==> config.mk <==
export PLATFORM = sky130hd
export DESIGN_NAME = radix_string_to_integer
export DESIGN_NICKNAME = d
export VERILOG_FILES = /design/src/hdl/rsti_pkg.sv /design/src/hdl/rsti_in_stage.sv /design/src/hdl/rsti_accum.sv /design/src/hdl/radix_string_to_integer.sv
export SDC_FILE = /design/constraint.sdc
export NUM_CORES = 1
export LEC_CHECK = 0
export BUFFER_PORTS_ARGS = -buffer_cell sky130_fd_sc_hd__buf_2
export CAP_MARGIN = 30
export CORE_ASPECT_RATIO = 1.1
export CORE_UTILIZATION = 55
export CTS_CLUSTER_DIAMETER = 100
export DETAILED_ROUTE_END_ITERATION = 6
export PLACE_DENSITY = 0.73
export SLEW_MARGIN = 20
export SYNTH_ARGS = -nofsm -noshare
export SYNTH_HDL_FRONTEND = slang
export SYNTH_HIERARCHICAL = 1
export SYNTH_SLANG_ARGS = --single-unit
==> constraint.sdc <==
create_clock -name clk -period 22.4 [get_ports clk]
set_input_delay 1.12 -clock clk [delete_from_list [all_inputs] [get_ports clk]]
set_output_delay 1.12 -clock clk [all_outputs]
set_load 0.01 [all_outputs]
==> src/hdl/rsti_pkg.sv <==
`timescale 1ns / 1ps
// ----------------------------------------------------------------------------
// rsti_pkg
// Shared types, character codes and digit helpers for the radix string parser.
// ----------------------------------------------------------------------------
package rsti_pkg;

    typedef enum logic [1:0] {
        MODE_BIN = 2'd0,
        MODE_OCT = 2'd1,
        MODE_DEC = 2'd2,
        MODE_HEX = 2'd3
    } radix_mode_t;

    localparam logic [7:0] CHAR_MINUS = 8'h2D;
    localparam logic [7:0] CHAR_ZERO  = 8'h30;
    localparam logic [7:0] CHAR_NINE  = 8'h39;
    localparam logic [7:0] CHAR_UC_A  = 8'h41;
    localparam logic [7:0] CHAR_UC_F  = 8'h46;
    localparam logic [7:0] CHAR_LC_A  = 8'h61;
    localparam logic [7:0] CHAR_LC_F  = 8'h66;

    localparam logic [4:0] DIGIT_NONE = 5'd16;
    localparam logic [5:0] COUNT_MAX  = 6'd32;

    typedef struct packed {
        logic [7:0] char_code;
        logic       last_char;
    } char_item_t;

    // 0..15 for a hex digit character, DIGIT_NONE otherwise
    function automatic logic [4:0] digit_of(input logic [7:0] c);
        logic [7:0] d;
        begin
            d = 8'd16;
            if (c >= CHAR_ZERO && c <= CHAR_NINE)
                d = c - CHAR_ZERO;
            else if (c >= CHAR_UC_A && c <= CHAR_UC_F)
                d = c - CHAR_UC_A + 8'd10;
            else if (c >= CHAR_LC_A && c <= CHAR_LC_F)
                d = c - CHAR_LC_A + 8'd10;
            return d[4:0];
        end
    endfunction

    function automatic logic [4:0] base_of(input radix_mode_t m);
        logic [4:0] b;
        begin
            unique case (m)
                MODE_BIN: b = 5'd2;
                MODE_OCT: b = 5'd8;
                MODE_DEC: b = 5'd10;
                MODE_HEX: b = 5'd16;
                default:  b = 5'd10;
            endcase
            return b;
        end
    endfunction

    // bits per digit for power-of-two bases
    function automatic logic [2:0] bits_of(input radix_mode_t m);
        logic [2:0] b;
        begin
            unique case (m)
                MODE_BIN: b = 3'd1;
                MODE_OCT: b = 3'd3;
                MODE_DEC: b = 3'd0;
                MODE_HEX: b = 3'd4;
                default:  b = 3'd0;
            endcase
            return b;
        end
    endfunction

endpackage

==> src/hdl/rsti_in_stage.sv <==
`timescale 1ns / 1ps
// ----------------------------------------------------------------------------
// rsti_in_stage
// Input register: captures one character per cycle while in_ready is high.
// ----------------------------------------------------------------------------
module rsti_in_stage
    import rsti_pkg::*;
(
    input  logic       clk,
    input  logic       rst_n,
    input  logic       in_valid,
    output logic       in_ready,
    input  logic [7:0] char_code,
    input  logic       last_char,
    input  logic       advance,
    output logic       stage_valid,
    output char_item_t stage_item
);

    logic       valid_reg;
    logic       valid_next;
    char_item_t item_reg;
    logic       accept;

    assign in_ready = !valid_reg || advance;
    assign accept   = in_valid && in_ready;

    always_comb
    begin
        valid_next = valid_reg;
        if (accept)
            valid_next = 1'b1;
        else if (advance)
            valid_next = 1'b0;
    end

    always_ff @(posedge clk or negedge rst_n)
    begin
        if (!rst_n)
            valid_reg <= 1'b0;
        else
            valid_reg <= valid_next;
    end

    always_ff @(posedge clk)
    begin
        if (accept)
        begin
            item_reg.char_code <= char_code;
            item_reg.last_char <= last_char;
        end
    end

    assign stage_valid = valid_reg;
    assign stage_item  = item_reg;

endmodule

==> src/hdl/rsti_accum.sv <==
`timescale 1ns / 1ps
// ----------------------------------------------------------------------------
// rsti_accum
// String state and per-character accumulate; forms the final value on the
// last character.
// ----------------------------------------------------------------------------
module rsti_accum
    import rsti_pkg::*;
(
    input  logic               clk,
    input  logic               rst_n,
    input  logic               fire,
    input  char_item_t         item,
    input  radix_mode_t        mode,
    output logic signed [31:0] result
);

    logic [31:0] acc_reg;
    logic [31:0] acc_next;
    logic        first_reg;
    logic        first_next;
    logic        neg_reg;
    logic        neg_next;
    logic [5:0]  cnt_reg;
    logic [5:0]  cnt_next;

    logic [4:0]  digit;
    logic [4:0]  base;
    logic [4:0]  d_eff;
    logic        is_sign;
    logic        neg_upd;
    logic [31:0] acc_scaled;
    logic [31:0] acc_upd;
    logic [5:0]  cnt_upd;
    logic [8:0]  shift;
    logic [31:0] power;

    assign digit   = digit_of(item.char_code);
    assign base    = base_of(mode);
    assign d_eff   = (digit < base) ? digit : 5'd0;
    assign is_sign = first_reg && (mode == MODE_DEC) && (item.char_code == CHAR_MINUS);

    always_comb
    begin
        neg_upd = neg_reg;
        if (first_reg)
        begin
            if (mode == MODE_DEC)
                neg_upd = neg_reg || is_sign;
            else
                neg_upd = (digit < base) && (digit >= (base >> 1));
        end
    end

    always_comb
    begin
        case (mode)
            MODE_BIN: acc_scaled = {acc_reg[30:0], 1'b0};
            MODE_OCT: acc_scaled = {acc_reg[28:0], 3'b000};
            MODE_DEC: acc_scaled = {acc_reg[28:0], 3'b000} + {acc_reg[30:0], 1'b0};
            MODE_HEX: acc_scaled = {acc_reg[27:0], 4'b0000};
            default:  acc_scaled = {acc_reg[28:0], 3'b000} + {acc_reg[30:0], 1'b0};
        endcase
    end

    assign acc_upd = is_sign ? acc_reg : acc_scaled + {27'd0, d_eff};
    assign cnt_upd = (is_sign || cnt_reg >= COUNT_MAX) ? cnt_reg : cnt_reg + 6'd1;

    // base^n for power-of-two bases, zero once it passes 2^31
    assign shift = {6'd0, bits_of(mode)} * {3'd0, cnt_upd};
    assign power = (shift < 9'd32) ? (32'd1 << shift[4:0]) : 32'd0;

    always_comb
    begin
        if (mode == MODE_DEC)
            result = neg_upd ? 32'd0 - acc_upd : acc_upd;
        else
            result = neg_upd ? acc_upd - power : acc_upd;
    end

    always_comb
    begin
        acc_next   = acc_reg;
        first_next = first_reg;
        neg_next   = neg_reg;
        cnt_next   = cnt_reg;
        if (fire)
        begin
            if (item.last_char)
            begin
                acc_next   = 32'd0;
                first_next = 1'b1;
                neg_next   = 1'b0;
                cnt_next   = 6'd0;
            end
            else
            begin
                acc_next   = acc_upd;
                first_next = 1'b0;
                neg_next   = neg_upd;
                cnt_next   = cnt_upd;
            end
        end
    end

    always_ff @(posedge clk or negedge rst_n)
    begin
        if (!rst_n)
        begin
            acc_reg   <= 32'd0;
            first_reg <= 1'b1;
            neg_reg   <= 1'b0;
            cnt_reg   <= 6'd0;
        end
        else
        begin
            acc_reg   <= acc_next;
            first_reg <= first_next;
            neg_reg   <= neg_next;
            cnt_reg   <= cnt_next;
        end
    end

`ifndef SYNTHESIS
    a_cnt_range: assert property (@(posedge clk) disable iff (!rst_n)
        cnt_reg <= COUNT_MAX)
        else $error("digit count above saturation");

    a_first_clean: assert property (@(posedge clk) disable iff (!rst_n)
        first_reg |-> (acc_reg == 32'd0 && cnt_reg == 6'd0 && !neg_reg))
        else $error("string state not cleared at string start");

    a_end_clears: assert property (@(posedge clk) disable iff (!rst_n)
        fire && item.last_char |=> first_reg)
        else $error("state not returned to string start after last char");

    a_mid_string: assert property (@(posedge clk) disable iff (!rst_n)
        fire && !item.last_char |=> !first_reg)
        else $error("string start flag set mid-string");
`endif

endmodule

==> src/hdl/radix_string_to_integer.sv <==
`timescale 1ns / 1ps
// ----------------------------------------------------------------------------
// radix_string_to_integer
// ASCII digit string to signed 32-bit integer in base 2, 8, 10 or 16.
// ----------------------------------------------------------------------------
// Throughput: one character per cycle, set by the single accumulate stage,
// except while a final character waits on a stalled result receiver.
// Input register, accumulate logic, output register; input ready depends
// on output ready only when the staged character ends a string.
// Reset: async active low; clears string state, radix_mode returns to base 10.
module radix_string_to_integer
    import rsti_pkg::*;
(
    input  logic               clk,
    input  logic               rst_n,
    input  logic               cfg_wr_en,
    input  logic [1:0]         cfg_wr_data,
    input  logic               in_valid,
    output logic               in_ready,
    input  logic [7:0]         char_code,
    input  logic               last_char,
    output logic               out_valid,
    input  logic               out_ready,
    output logic signed [31:0] parsed_value
);

    radix_mode_t        mode_reg;
    logic               stage_valid;
    char_item_t         stage_item;
    logic               advance;
    logic               fire;
    logic signed [31:0] result;
    logic               out_valid_reg;
    logic               out_valid_next;
    logic signed [31:0] value_reg;

    always_ff @(posedge clk or negedge rst_n)
    begin
        if (!rst_n)
            mode_reg <= MODE_DEC;
        else if (cfg_wr_en)
            mode_reg <= radix_mode_t'(cfg_wr_data);
    end

    assign advance = stage_valid && (!stage_item.last_char || !out_valid_reg || out_ready);
    assign fire    = advance;

    rsti_in_stage u_in_stage (
        .clk         (clk),
        .rst_n       (rst_n),
        .in_valid    (in_valid),
        .in_ready    (in_ready),
        .char_code   (char_code),
        .last_char   (last_char),
        .advance     (advance),
        .stage_valid (stage_valid),
        .stage_item  (stage_item)
    );

    rsti_accum u_accum (
        .clk    (clk),
        .rst_n  (rst_n),
        .fire   (fire),
        .item   (stage_item),
        .mode   (mode_reg),
        .result (result)
    );

    always_comb
    begin
        out_valid_next = out_valid_reg;
        if (fire && stage_item.last_char)
            out_valid_next = 1'b1;
        else if (out_ready)
            out_valid_next = 1'b0;
    end

    always_ff @(posedge clk or negedge rst_n)
    begin
        if (!rst_n)
            out_valid_reg <= 1'b0;
        else
            out_valid_reg <= out_valid_next;
    end

    always_ff @(posedge clk)
    begin
        if (fire && stage_item.last_char)
            value_reg <= result;
    end

    assign out_valid    = out_valid_reg;
    assign parsed_value = value_reg;

`ifndef SYNTHESIS
    a_no_overwrite: assert property (@(posedge clk) disable iff (!rst_n)
        out_valid_reg && !out_ready |-> !(fire && stage_item.last_char))
        else $error("pending result overwritten");

    a_result_follows: assert property (@(posedge clk) disable iff (!rst_n)
        fire && stage_item.last_char |=> out_valid_reg)
        else $error("last character gave no result");

    a_stage_flow: assert property (@(posedge clk) disable iff (!rst_n)
        stage_valid && !stage_item.last_char |-> in_ready)
        else $error("input stalled behind a non-final character");
`endif

endmodule

-- Word level (Yosys, flattened, before mapping)
Cells that the tools add are included.
Widths: inputs -> output; s select.
- register bits: 85
- bits of input ports: 16
- word-level logic and storage cells: 79
- $add $sub $neg: 10
- multipliers: 1
- $lt $le $gt $ge: 10
- eq/ne operators: 4
- shifts and indexed selects: 1
- mux-type cells: 23
- reduce and logical (&&, ||, !) cells: 20
- operators by type and width (cell ; count):
    $mux 32 ; 6
    $pmux 32 s4 ; 1
    $add 32x32->32 ; 1
    $add 32x5->32 ; 1
    $shl 1x5->32 const A ; 1
    $sub 1x32->32 const A ; 1
    $sub 32x32->32 ; 1
    $mux 5 ; 4
    $pmux 5 s4 ; 1
    $ge 8x7->1 const B ; 2
    $le 8x7->1 const B ; 2
    $mux 6 ; 2
    $pmux 3 s4 ; 1
    $add 5x4->5 const B ; 2
    $sub 5x1->5 const B ; 2
    $logic_and 1x1->1 ; 9
    $lt 9x6->1 const B ; 1
    $mul 3x6->9 ; 1
    $eq 8x6->1 const B ; 1
    $ge 8x6->1 const B ; 1
    $le 8x6->1 const B ; 1
    $mux 1 ; 8
    $add 6x1->6 const B ; 1
    $ge 6x6->1 const B ; 1
    9 further kinds ; 17

-- Longest topological paths before layout
Gate-level depths: netlist (run 1).
- depth after elaboration: 12
- depth in mapped cells: 39
- depth with buffers taken out: 39

-- Hierarchy
The synthesis (run 1) kept the hierarchy.
- by module, submodules not included (module ; instances ; cells each ; area each (µm²) ; seq. area each (µm²)):
    rsti_accum ; 1 ; 1215 ; 8694.6 ; 1002.2
    radix_string_to_integer ; 1 ; 42 ; 1094.8 ; 1037.2
    rsti_in_stage ; 1 ; 13 ; 324.1 ; 295.3

-- Least setup slack after synthesis (run 1)
OpenSTA, ideal clock, no wires.
- kind: flip-flop to flip-flop
- start: register mode_reg[1]
- end: register value_reg[28] (netlist: parsed_value[28]), data pin
- arrival: 8.583 ns
- slack: 13.672 ns
- cell stages (with the launch flop): 39
- clock period less this slack: 8.728 ns
- path through: dfstp_2 -> ha_1 -> buf_2 -> nor2b_1 -> and3_1 -> clkbuf_1 -> buf_1 -> clkbuf_1 -> clkbuf_1 -> nor3_1 -> xnor2_1 -> o21ai_0 -> fa_1 -> inv_1 -> ha_1 -> a21oi_1 -> nand2_1 -> mux2_2 -> [3 not listed] -> ha_1 -> fa_1 -> nor2b_1 -> o21ai_0 -> a21oi_1 -> o21a_1 -> o21ai_0 -> a31oi_1 -> o31ai_1 -> a21oi_1 -> maj3_1 -> maj3_1 -> a22o_1 -> a31oi_1 -> nor2b_1 -> o31ai_1 -> mux2_1 -> a21oi_1
- word-level cells in the longest chain between the ends: 11
- elaborated cells between the ends (all ways): 29
- ends and longest elaborated chain (item ; RTL line ; text):
    start: declaration ; radix_string_to_integer.sv:27 ; radix_mode_t mode_reg;
    start signal: assignment ; radix_string_to_integer.sv:42 ; mode_reg <= radix_mode_t'(cfg_wr_data);
    $eq 2x2->1 ; -- ;
    $logic_and 1x1->1 (2 in a row) ; rsti_accum.sv:41 ; assign is_sign = first_reg && (mode == MODE_DEC) && (item.char_code == CHAR_MINUS);
    $logic_or 1x1->1 ; rsti_accum.sv:67 ; assign cnt_upd = (is_sign || cnt_reg >= COUNT_MAX) ? cnt_reg : cnt_reg + 6'd1;
    $mux 6 ; rsti_accum.sv:67 ;
    $mul 3x6->9 ; rsti_accum.sv:70 ; assign shift = {6'd0, bits_of(mode)} * {3'd0, cnt_upd};
    $lt 9x6->1 or $shl 1x5->32 (tied branches) ; rsti_accum.sv:71 ; assign power = (shift < 9'd32) ? (32'd1 << shift[4:0]) : 32'd0;
    $mux 32 ; rsti_accum.sv:71 ;
    $sub 32x32->32 ; rsti_accum.sv:78 ; result = neg_upd ? acc_upd - power : acc_upd;
    $mux 32 ; rsti_accum.sv:78 ;
    $mux 32 * ; rsti_accum.sv:75 ; if (mode == MODE_DEC)
    named net result[28] ; radix_string_to_integer.sv:32 ; logic signed [31:0] result;
    end signal: assignment ; radix_string_to_integer.sv:89 ; value_reg <= result;
    end: declaration ; radix_string_to_integer.sv:35 ; logic signed [31:0] value_reg;
The timed path passes the listed nets; every way through them passes the cells marked *. The select of a mux whose other input is x is not followed.
A chain may end at the register's enable or synchronous reset.

-- Final worst setup path (run 1)
- start: register mode_reg[1]
- end: register value_reg[24] (netlist: parsed_value[24]), data pin
Same word-level chain as after synthesis.

==> results of run 1 <==
[per-stage QoR]
stage,utilization [%],std cells,setup slack (ns)
final,61.16,1537,13.07
after global routing,61.16,1537,12.43
after CTS,61.13,1536,13.17
after detailed placement,59.23,1520,13.21
after global placement,59.23,1520,13.52
after floorplan,-,1270,13.67
[area by class of cell]
cell class              count  area (µm²)  area share, %
flip-flops and latches     85        2335          21.37
repair buffers             62       340.3          3.115
multi-input cells        1031        7221          66.08
well taps                 238       297.8          2.725
inverters                 105       394.1          3.607
clock inverters             7       113.9          1.042
clock buffers               9       225.2          2.061
[cells by family (layout without fill, tap and decap cells)]
group	after synthesis	in the layout	synth area share, %
compound gates	429	429	28.54
xor+xnor	62	62	5.369
fa+ha+maj	93	93	12.00
buf+inv	154	183	5.777
flops	85	85	23.09
mux	31	31	3.427
simple gates	416	416	21.80
[power groups by stage]
stage	Combinational, mW	Clock, mW	Sequential, mW
2_1_floorplan	0.452	0	0.226
3_3_place_gp	0.574	0	0.227
3_5_place_dp	0.585	0	0.227
4_1_cts	0.590	0.176	0.225
5_1_grt	0.658	0.182	0.229
6_report	0.598	0.175	0.225
[per-layer routing]
| metal | vias to the layer above | GRT usage [%] |
|---|---|---|
| li1 | 4784 | - |
| met1 | 4684 | 40.96 |
| met2 | 363 | 50.17 |
| met3 | 42 | 3.470 |
| met4 | 0 | 9.547 |
| met5 | - | 0 |
[Yosys cell counts, types with 7 or more instances]
cell                       instances
sky130_fd_sc_hd__a31oi_1          23
sky130_fd_sc_hd__dfrtp_1          42
sky130_fd_sc_hd__a211oi_1         13
sky130_fd_sc_hd__o21a_1           15
sky130_fd_sc_hd__buf_1            12
sky130_fd_sc_hd__o21ai_1          17
sky130_fd_sc_hd__and3_1           12
sky130_fd_sc_hd__xor2_1           25
sky130_fd_sc_hd__clkbuf_1         32
sky130_fd_sc_hd__nand2_1         131
sky130_fd_sc_hd__o31a_1            7
sky130_fd_sc_hd__a221oi_1         13
sky130_fd_sc_hd__nor2b_1          18
sky130_fd_sc_hd__a21o_1           21
sky130_fd_sc_hd__a221o_1           8
sky130_fd_sc_hd__o221ai_1         11
sky130_fd_sc_hd__fa_1              8
sky130_fd_sc_hd__o211ai_1          8
sky130_fd_sc_hd__xnor2_1          37
sky130_fd_sc_hd__nor4_1            8
sky130_fd_sc_hd__nand2b_1         21
sky130_fd_sc_hd__or3_1            10
sky130_fd_sc_hd__mux2i_1          20
sky130_fd_sc_hd__nand4_1          11
sky130_fd_sc_hd__a21oi_1          85
sky130_fd_sc_hd__nand3_1          30
sky130_fd_sc_hd__o22ai_1          49
sky130_fd_sc_hd__o31ai_1           8
sky130_fd_sc_hd__nor2_1           79
sky130_fd_sc_hd__inv_1           101
sky130_fd_sc_hd__nor3_1           28
sky130_fd_sc_hd__ha_1             81
sky130_fd_sc_hd__o21ai_0          83
sky130_fd_sc_hd__nor4b_1           7
sky130_fd_sc_hd__and2_1           16
sky130_fd_sc_hd__edfxtp_1         41
[worst paths after layout]
check,start,end,slack (ns),cells past startpoint
worst min register to register,u_accum/neg_reg$_DFFE_PN0P_,u_accum/neg_reg$_DFFE_PN0P_,0.54,2
worst min-delay path,u_accum/neg_reg$_DFFE_PN0P_,u_accum/neg_reg$_DFFE_PN0P_,0.54,2
min in group asynchronous,rst_n,out_valid$_DFFE_PN0P_,0.86,2
worst max register to register,mode_reg[1]$_DFFE_PN1P_,parsed_value[24]$_DFFE_PP_,13.07,35
worst max-delay path,mode_reg[1]$_DFFE_PN1P_,parsed_value[24]$_DFFE_PP_,13.07,35
max in group asynchronous,rst_n,u_accum/acc_reg[25]$_DFFE_PN0P_,21.13,2
[worst max-delay path, delay by kind of cell (launching register included)]
| family | cells | cell delay [ns] |
|---|---|---|
| DFF | 1 | 0.56 |
| adders and majority gates | 7 | 2.27 |
| AOI/OAI and AO/OA | 13 | 2.88 |
| buffers and inverters | 3 | 1.02 |
| and+or+nand+nor | 10 | 1.81 |
| muxes | 2 | 0.63 |
==> impl_results.html, run 1 <==
<table>
<tr><th>Metric</th><th>Value</th></tr>
<tr><th colspan="2">Status</th></tr>
<tr><td>Run status</td><td>finished, final reports clean</td></tr>
<tr><th colspan="2">CTS</th></tr>
<tr><td>Quantity of gates resized following cts</td><td>0</td></tr>
<tr><td>Maximum level of the CTS H-tree</td><td>3</td></tr>
<tr><td>Number of buffers on the longest clock path</td><td>2</td></tr>
<tr><td>Clock-pin slew reported for the worst setup and hold paths after clock tree synthesis</td><td>0.07 ns</td></tr>
<tr><td>Total clock buffers created by CTS</td><td>9</td></tr>
<tr><td>Post-CTS setup buffer count</td><td>0</td></tr>
<tr><td># hold bufs at CTS</td><td>0</td></tr>
<tr><td>Clk root buf</td><td>sky130_fd_sc_hd__clkbuf_16</td></tr>
<tr><td>Clock sinks</td><td>85</td></tr>
<tr><td>Worst skew pair latency</td><td>0.34 ns</td></tr>
<tr><td>TritonCTS clock tree</td><td>yes</td></tr>
<tr><th colspan="2">Detailed routing</th></tr>
<tr><td>Post-DR vias/cell</td><td>around 6.4</td></tr>
<tr><td>Number of vias after detailed routing</td><td>roughly 10k</td></tr>
<tr><td>Uppermost layer routed</td><td>met4</td></tr>
<tr><td>Met1 Wirelength</td><td>approximately 13 mm</td></tr>
<tr><td>DR WL/cell</td><td>about 18 µm</td></tr>
<tr><td>Antenna Nets Post-Route</td><td>0</td></tr>
<tr><td>Detail Route met3 WL</td><td>approximately 2.1 mm</td></tr>
<tr><td>DRC errors left</td><td>0</td></tr>
<tr><td>Total length of routed wires</td><td>approximately 28 mm</td></tr>
<tr><td>Initial detailed-routing violation count</td><td>between 800 and 900</td></tr>
<tr><td>First-pass iteration count of the detailed router</td><td>5</td></tr>
<tr><td>Detail Route met2 WL</td><td>around 13 mm</td></tr>
<tr><th colspan="2">Pwr</th></tr>
<tr><td>Pwr Density</td><td>~91 mW/mm²</td></tr>
<tr><td>Net Switching</td><td>between 0.4 and 0.5 mW</td></tr>
<tr><td>Power, Total</td><td>approximately 1 mW</td></tr>
<tr><td>Clk network pwr share</td><td>between 10% and 20%</td></tr>
<tr><td>Internal power of the cells</td><td>0.5436 mW</td></tr>
<tr><td>Combinational Power Share</td><td>about three fifths</td></tr>
<tr><td>Max rail drop VDD</td><td>0.00006956 V</td></tr>
<tr><td>P_leak</td><td>between 4 and 5 nW</td></tr>
<tr><td>Fraction of power spent switching nets</td><td>45.56%</td></tr>
<tr><td>Part of the total power dissipated in sequential elements</td><td>22.6%</td></tr>
<tr><th colspan="2">Final layout</th></tr>
<tr><td>Commonest non-fill, non-tap cells in the layout</td><td>131 x sky130_fd_sc_hd__nand2_1, 101 x sky130_fd_sc_hd__inv_1, 85 x sky130_fd_sc_hd__a21oi_1</td></tr>
<tr><td>Diodes inserted</td><td>0</td></tr>
<tr><td>Leading cell type in the layout, fill and taps excluded</td><td>sky130_fd_sc_hd__nand2_1</td></tr>
<tr><td>Number of filler instances in the final layout</td><td>1650</td></tr>
<tr><td>Nets@finish</td><td>~1.4k</td></tr>
<tr><td>Final non-filler cell area</td><td>0.01093 mm²</td></tr>
<tr><td>Share of cells above drive strength 1</td><td>between 10% and 20%</td></tr>
<tr><td>Layout area overhead</td><td>8.041%</td></tr>
<tr><th colspan="2">STA</th></tr>
<tr><td>Actual slew at the worst max-slew pin</td><td>a little over 0.9 ns</td></tr>
<tr><td>Slew Limit Headroom</td><td>37.58%</td></tr>
<tr><td>Setup TNS after final layout</td><td>0 ns</td></tr>
<tr><td>Final setup violation count</td><td>0</td></tr>
<tr><td>Unrepaired setup endpoints after global routing</td><td>no</td></tr>
<tr><td>Final-report hold violation count</td><td>0</td></tr>
<tr><td>Final worst path period share</td><td>between 40% and 50%</td></tr>
<tr><td>Worst slack on hold paths</td><td>0.5407 ns</td></tr>
<tr><td>Period minus WS final</td><td>roughly 9.3 ns</td></tr>
<tr><td>Max Transition Viols Final</td><td>0</td></tr>
<tr><td>Peak clock frequency supported by timing</td><td>107.2 MHz</td></tr>
<tr><td>Worst setup skew after layout</td><td>0.009215 ns</td></tr>
<tr><th colspan="2">Critical path</th></tr>
<tr><td>Crit path capture type</td><td>flop</td></tr>
<tr><td>Crit path kind</td><td>flop to flop</td></tr>
<tr><td>Required time at the worst-slack endpoint</td><td>22.59 ns</td></tr>
<tr><td>CP max FO</td><td>63</td></tr>
<tr><td>Type of origin of the critical path</td><td>flop</td></tr>
<tr><td>Worst endpoint data arrival time</td><td>about 9.5 ns</td></tr>
<tr><td>Master of the slowest instance on the critical path</td><td>sky130_fd_sc_hd__fa_1</td></tr>
<tr><td>Largest stage delay, worst path</td><td>0.61 ns</td></tr>
<tr><th colspan="2">Floorplanning</th></tr>
<tr><td>Cell row count</td><td>51</td></tr>
<tr><td>Die Footprint</td><td>0.01893 mm²</td></tr>
<tr><td>Die Span X</td><td>~130 µm</td></tr>
<tr><td>Vertical die dimension</td><td>around 140 µm</td></tr>
<tr><td>Starting density of the core</td><td>56.60%</td></tr>
<tr><td>Number of top-level pins</td><td>50</td></tr>
<tr><td>Placeable core area</td><td>around 0.018 mm²</td></tr>
<tr><th colspan="2">GRT</th></tr>
<tr><td>Maximum number of pins on one net before global-route repair</td><td>between 60 and 70</td></tr>
<tr><td>Gr ovfl total</td><td>0</td></tr>
<tr><td>Antenna violations before repair</td><td>0</td></tr>
<tr><td>First-pass GRT wire length</td><td>between 40 and 50 mm</td></tr>
<tr><td>Vias in the first global route</td><td>9119</td></tr>
<tr><td>Total global-route track usage</td><td>approximately 30%</td></tr>
<tr><th colspan="2">Yosys</th></tr>
<tr><td>Synthesized net count</td><td>between 1k and 1.5k</td></tr>
<tr><td>Count of flip-flops with a built-in enable after synthesis</td><td>41</td></tr>
<tr><td>Cell Area, Synth</td><td>0.01011 mm²</td></tr>
<tr><td>Top area cells in the synthesized netlist</td><td>sky130_fd_sc_hd__edfxtp_1 12%, sky130_fd_sc_hd__dfrtp_1 10%, sky130_fd_sc_hd__ha_1 10%</td></tr>
<tr><td>Share of flip-flops with an asynchronous set or reset</td><td>between 50 and 60%</td></tr>
<tr><td>Top cell type by total area after synthesis</td><td>sky130_fd_sc_hd__edfxtp_1</td></tr>
<tr><td>Synthesis Warnings</td><td>6</td></tr>
<tr><td>Main flop type after synthesis</td><td>sky130_fd_sc_hd__dfrtp_1</td></tr>
<tr><td>Synth unique cells</td><td>102</td></tr>
<tr><td>Sequential fraction of the synthesis area</td><td>23.09%</td></tr>
<tr><td>Number of instances in the synthesized netlist</td><td>approximately 1.3k</td></tr>
<tr><td>Syn_area_per_cell</td><td>roughly 8 µm²</td></tr>
<tr><td>#FFs+latches synth</td><td>85</td></tr>
<tr><td>Share of the synthesized area in the top cell type</td><td>approximately 12%</td></tr>
<tr><th colspan="2">Place</th></tr>
<tr><td>Port-buffer cells</td><td>49</td></tr>
<tr><td>Instance area after placement</td><td>0.01058 mm²</td></tr>
<tr><td>Routability congestion estimate</td><td>roughly 0.9</td></tr>
<tr><td>Detailed placement HPWL</td><td>a little over 20 mm</td></tr>
<tr><th colspan="2">Flow run</th></tr>
<tr><td># Max-Cap Violations</td><td>0</td></tr>
<tr><th colspan="2">Min path</th></tr>
<tr><td>Worst Hold Class</td><td>flop to flop</td></tr>
</table>
Note: power is estimated with default switching activity, not from simulation.
==> run 2, diff against run 1 <==
- PLACE_DENSITY: 0.73 -> 0.76
- clock period: 22.4 -> 8 ns (I/O delays scaled with it)
==> run 2 against run 1 <==
Net effect:
- flip-flop and latch count did not move
- clock power rose by 140%
- worst setup slack got worse by 13 ns
- critical path depth fell by 1
- register-to-register slack got worse by 13 ns
- via count rose by 2.8%
- die area did not move
- cell count rose by 2.7%
- clock skew rose by 0.00077 ns
- design area rose by 4.1%
- first-iteration DRC count rose by 11%
- largest power group unchanged
- highest routed layer unchanged
==> impl_results.html, run 2 (synthesis gave the netlist of run 1 again) <==
<table>
<tr><th>Metric</th><th>Value</th></tr>
<tr><th colspan="2">Critical path</th></tr>
<tr><td>RR Endpoint</td><td>parsed_value[24]$_DFFE_PP_</td></tr>
<tr><td>Type of origin of the critical path</td><td>flop</td></tr>
<tr><td>Worst setup path startpoint</td><td>u_in_stage/stage_item[2]$_DFFE_PP_</td></tr>
<tr><td>CP max FO</td><td>5 (-92%)</td></tr>
<tr><td>Slack of the worst reg-to-reg path</td><td>0.32 ns (-12.75 ns)</td></tr>
<tr><td>Beginning of the worst register-to-register path</td><td>u_in_stage/stage_item[2]$_DFFE_PP_</td></tr>
<tr><td>Required time at the worst-slack endpoint</td><td>8.21 ns (-14.38 ns)</td></tr>
<tr><td>Master of the slowest instance on the critical path</td><td>sky130_fd_sc_hd__edfxtp_1</td></tr>
<tr><td>Crit path kind</td><td>flop to flop</td></tr>
<tr><td>Largest stage delay, worst path</td><td>0.45 ns (-0.16 ns)</td></tr>
<tr><td>Worst endpoint data arrival time</td><td>7.90 ns (-1.62 ns)</td></tr>
<tr><td>Crit path capture type</td><td>flop</td></tr>
<tr><td>Number of cells on the worst reg-to-reg path</td><td>34 (-2.9%)</td></tr>
<tr><th colspan="2">STA</th></tr>
<tr><td>Slew Limit Headroom</td><td>33.46% (-4.1 points)</td></tr>
<tr><td>Final setup violation count</td><td>0 (unchanged)</td></tr>
<tr><td>Minimum setup slack in the final design</td><td>0.3152 ns (-12.75 ns)</td></tr>
<tr><td>Peak clock frequency supported by timing</td><td>130.1 MHz (+21%)</td></tr>
<tr><td>Max Transition Viols Final</td><td>0 (unchanged)</td></tr>
<tr><td>Actual slew at the worst max-slew pin</td><td>0.9905 ns (+0.05758 ns)</td></tr>
<tr><td>Final-report hold violation count</td><td>0 (unchanged)</td></tr>
<tr><td>Period minus WS final</td><td>7.685 ns (-1.648 ns)</td></tr>
<tr><td>Worst setup skew after layout</td><td>0.009982 ns (+0.0007662 ns)</td></tr>
<tr><td>Worst slack on hold paths</td><td>0.1146 ns (-0.4260 ns)</td></tr>
<tr><td>Final worst path period share</td><td>96.06% (+54 points)</td></tr>
<tr><th colspan="2">Final layout</th></tr>
<tr><td>Nets@finish</td><td>1441 (+3.0%)</td></tr>
<tr><td>Final non-filler cell area</td><td>0.01137 mm² (+4.1%)</td></tr>
<tr><td>Total area of multi-input combinational cells</td><td>0.007402 mm² (+2.5%)</td></tr>
<tr><td>Commonest non-fill, non-tap cells in the layout</td><td>130 x sky130_fd_sc_hd__nand2_1, 101 x sky130_fd_sc_hd__inv_1, 81 x sky130_fd_sc_hd__a21oi_1</td></tr>
<tr><td>Number of filler instances in the final layout</td><td>1535 (-7.0%)</td></tr>
<tr><td>Leading cell type in the layout, fill and taps excluded</td><td>sky130_fd_sc_hd__nand2_1</td></tr>
<tr><td>Share of cells above drive strength 1</td><td>16.33% (+5.2 points)</td></tr>
<tr><td>Layout area overhead</td><td>12.45%</td></tr>
<tr><td>Total area of sequential cells</td><td>0.002335 mm² (unchanged)</td></tr>
<tr><td>Diodes inserted</td><td>0 (unchanged)</td></tr>
<tr><th colspan="2">Detailed routing</th></tr>
<tr><td>Detail Route met2 WL</td><td>13.35 mm (+2.8%)</td></tr>
<tr><td>Antenna Nets Post-Route</td><td>0 (unchanged)</td></tr>
<tr><td>Met1 Wirelength</td><td>13.30 mm (+5.9%)</td></tr>
<tr><td>Total length of routed wires</td><td>29.75 mm (+5.5%)</td></tr>
<tr><td>Post-DR vias/cell</td><td>6.427 (about the same)</td></tr>
<tr><td>Uppermost layer routed</td><td>met4</td></tr>
<tr><td>Number of vias after detailed routing</td><td>10.15k (+2.8%)</td></tr>
<tr><td>DR WL/cell</td><td>18.84 µm (+2.7%)</td></tr>
<tr><td>Initial detailed-routing violation count</td><td>987 (+11%)</td></tr>
<tr><td>DRC errors left</td><td>0 (unchanged)</td></tr>
<tr><td>First-pass iteration count of the detailed router</td><td>5 (unchanged)</td></tr>
<tr><td>Detail Route met3 WL</td><td>2.539 mm (+22%)</td></tr>
<tr><th colspan="2">CTS</th></tr>
<tr><td>TritonCTS clock tree</td><td>yes</td></tr>
<tr><td>Clk root buf</td><td>sky130_fd_sc_hd__clkbuf_16</td></tr>
<tr><td># hold bufs at CTS</td><td>0 (unchanged)</td></tr>
<tr><td>Clock-pin slew reported for the worst setup and hold paths after clock tree synthesis</td><td>0.07 ns (about the same)</td></tr>
<tr><td>Worst skew pair latency</td><td>0.36 ns (+0.02 ns)</td></tr>
<tr><td>Number of buffers on the longest clock path</td><td>2 (unchanged)</td></tr>
<tr><td>Clock sinks</td><td>85 (unchanged)</td></tr>
<tr><td>Total clock buffers created by CTS</td><td>9 (unchanged)</td></tr>
<tr><td>Maximum level of the CTS H-tree</td><td>3 (unchanged)</td></tr>
<tr><th colspan="2">Place</th></tr>
<tr><td>Instance area after placement</td><td>0.01082 mm² (+2.2%)</td></tr>
<tr><td>Minimum setup slack after placement</td><td>0.01209 ns (-13.20 ns)</td></tr>
<tr><td>Routability congestion estimate</td><td>0.9363 (+4.3%)</td></tr>
<tr><td>Detailed placement HPWL</td><td>21.52 mm (+4.1%)</td></tr>
<tr><td>Port-buffer cells</td><td>49 (unchanged)</td></tr>
<tr><th colspan="2">Floorplanning</th></tr>
<tr><td>Starting density of the core</td><td>56.60% (unchanged)</td></tr>
<tr><td>Die Span X</td><td>131.3 µm (unchanged)</td></tr>
<tr><td>Die Footprint</td><td>0.01893 mm² (unchanged)</td></tr>
<tr><td>Placeable core area</td><td>0.01787 mm² (unchanged)</td></tr>
<tr><td>Cell row count</td><td>51 (unchanged)</td></tr>
<tr><td>Number of top-level pins</td><td>50 (unchanged)</td></tr>
<tr><td>Vertical die dimension</td><td>144.2 µm (unchanged)</td></tr>
<tr><th colspan="2">GRT</th></tr>
<tr><td>First-pass GRT wire length</td><td>47.38 mm (+3.2%)</td></tr>
<tr><td>Maximum number of pins on one net before global-route repair</td><td>50 (-22%)</td></tr>
<tr><td>Gr ovfl total</td><td>0 (unchanged)</td></tr>
<tr><td>Total global-route track usage</td><td>31.15% (+1.0 points)</td></tr>
<tr><td>Vias in the first global route</td><td>9349 (+2.5%)</td></tr>
<tr><td>Antenna violations before repair</td><td>0 (unchanged)</td></tr>
<tr><th colspan="2">Flow run</th></tr>
<tr><td># Max-Cap Violations</td><td>0 (unchanged)</td></tr>
<tr><th colspan="2">Pwr</th></tr>
<tr><td>Pwr Density</td><td>255.3 mW/mm² (+180%)</td></tr>
<tr><td>P_leak</td><td>4.924 nW (+4.3%)</td></tr>
<tr><td>Max rail drop VDD</td><td>0.0001781 V (+160%)</td></tr>
<tr><th colspan="2">Status</th></tr>
<tr><td>Run status</td><td>finished, final reports clean</td></tr>
<tr><th colspan="2">Min path</th></tr>
<tr><td>Worst Hold Class</td><td>input port to async pin</td></tr>
</table>
[run 2: critical path: cells and delay by family, from the launching register on]
kind            cells  cell delay, ns
flops               1            0.45
fa+ha+maj           8            2.41
buf+inv             3            0.24
simple gates        8            1.44
mux                 2            0.67
compound gates     12            2.11
xor+xnor            1            0.20
[run 2: timing repair]
item | CTS | global route
endpoints found under the hold margin | 0 | 0
setup buffers | 0 | 12
endpoints found under the setup margin | 2 | 15
resized for setup | 2 | 42
pin swaps | 0 | 15
[run 2: how the worst max path moves through the flow]
stage,endpoint,depth (start not counted)
3_5_place_dp,parsed_value[31]$_DFFE_PP_,36
4_1_cts,parsed_value[31]$_DFFE_PP_,35
5_1_grt,parsed_value[24]$_DFFE_PP_,34
3_3_place_gp,parsed_value[31]$_DFFE_PP_,35
2_1_floorplan,parsed_value[28]$_DFFE_PP_,38
6_report,parsed_value[24]$_DFFE_PP_,34
[run 2: metal layers]
metal / vias up / global-route usage (%)
met2: 467 / 49.52
met5: - / 0
li1: 4852 / -
met1: 4782 / 43.44
met4: 0 / 9.547
met3: 47 / 5.047
[run 2: area by class of cell]
| cell class | count | area share [%] |
|---|---|---|
| clock buffer | 9 | 1.980 |
| sequential | 85 | 20.53 |
| clock inverter | 7 | 0.5281 |
| inverter | 105 | 3.466 |
| timing repair buffer | 104 | 5.787 |
| multi-input combinational | 1031 | 65.09 |
| tap | 238 | 2.619 |
[run 2: power breakdown]
part           internal, mW  switching [mW]
combinational         0.760            1.09
clock                 0.218           0.206
sequential            0.559          0.0726
[run 2: stage by stage]
step / power [mW] / utilization [%] / cells / setup TNS, ns
after global routing: 3.106 / 63.65 / 1579 / -0.2299
final: 2.903 / 63.65 / 1579 / 0
after global placement: 2.305 / 60.53 / 1550 / 0
after CTS: 2.774 / 62.21 / 1567 / 0
after detailed placement: 2.333 / 60.55 / 1551 / 0
after floorplan: 1.901 / - / 1270 / 0
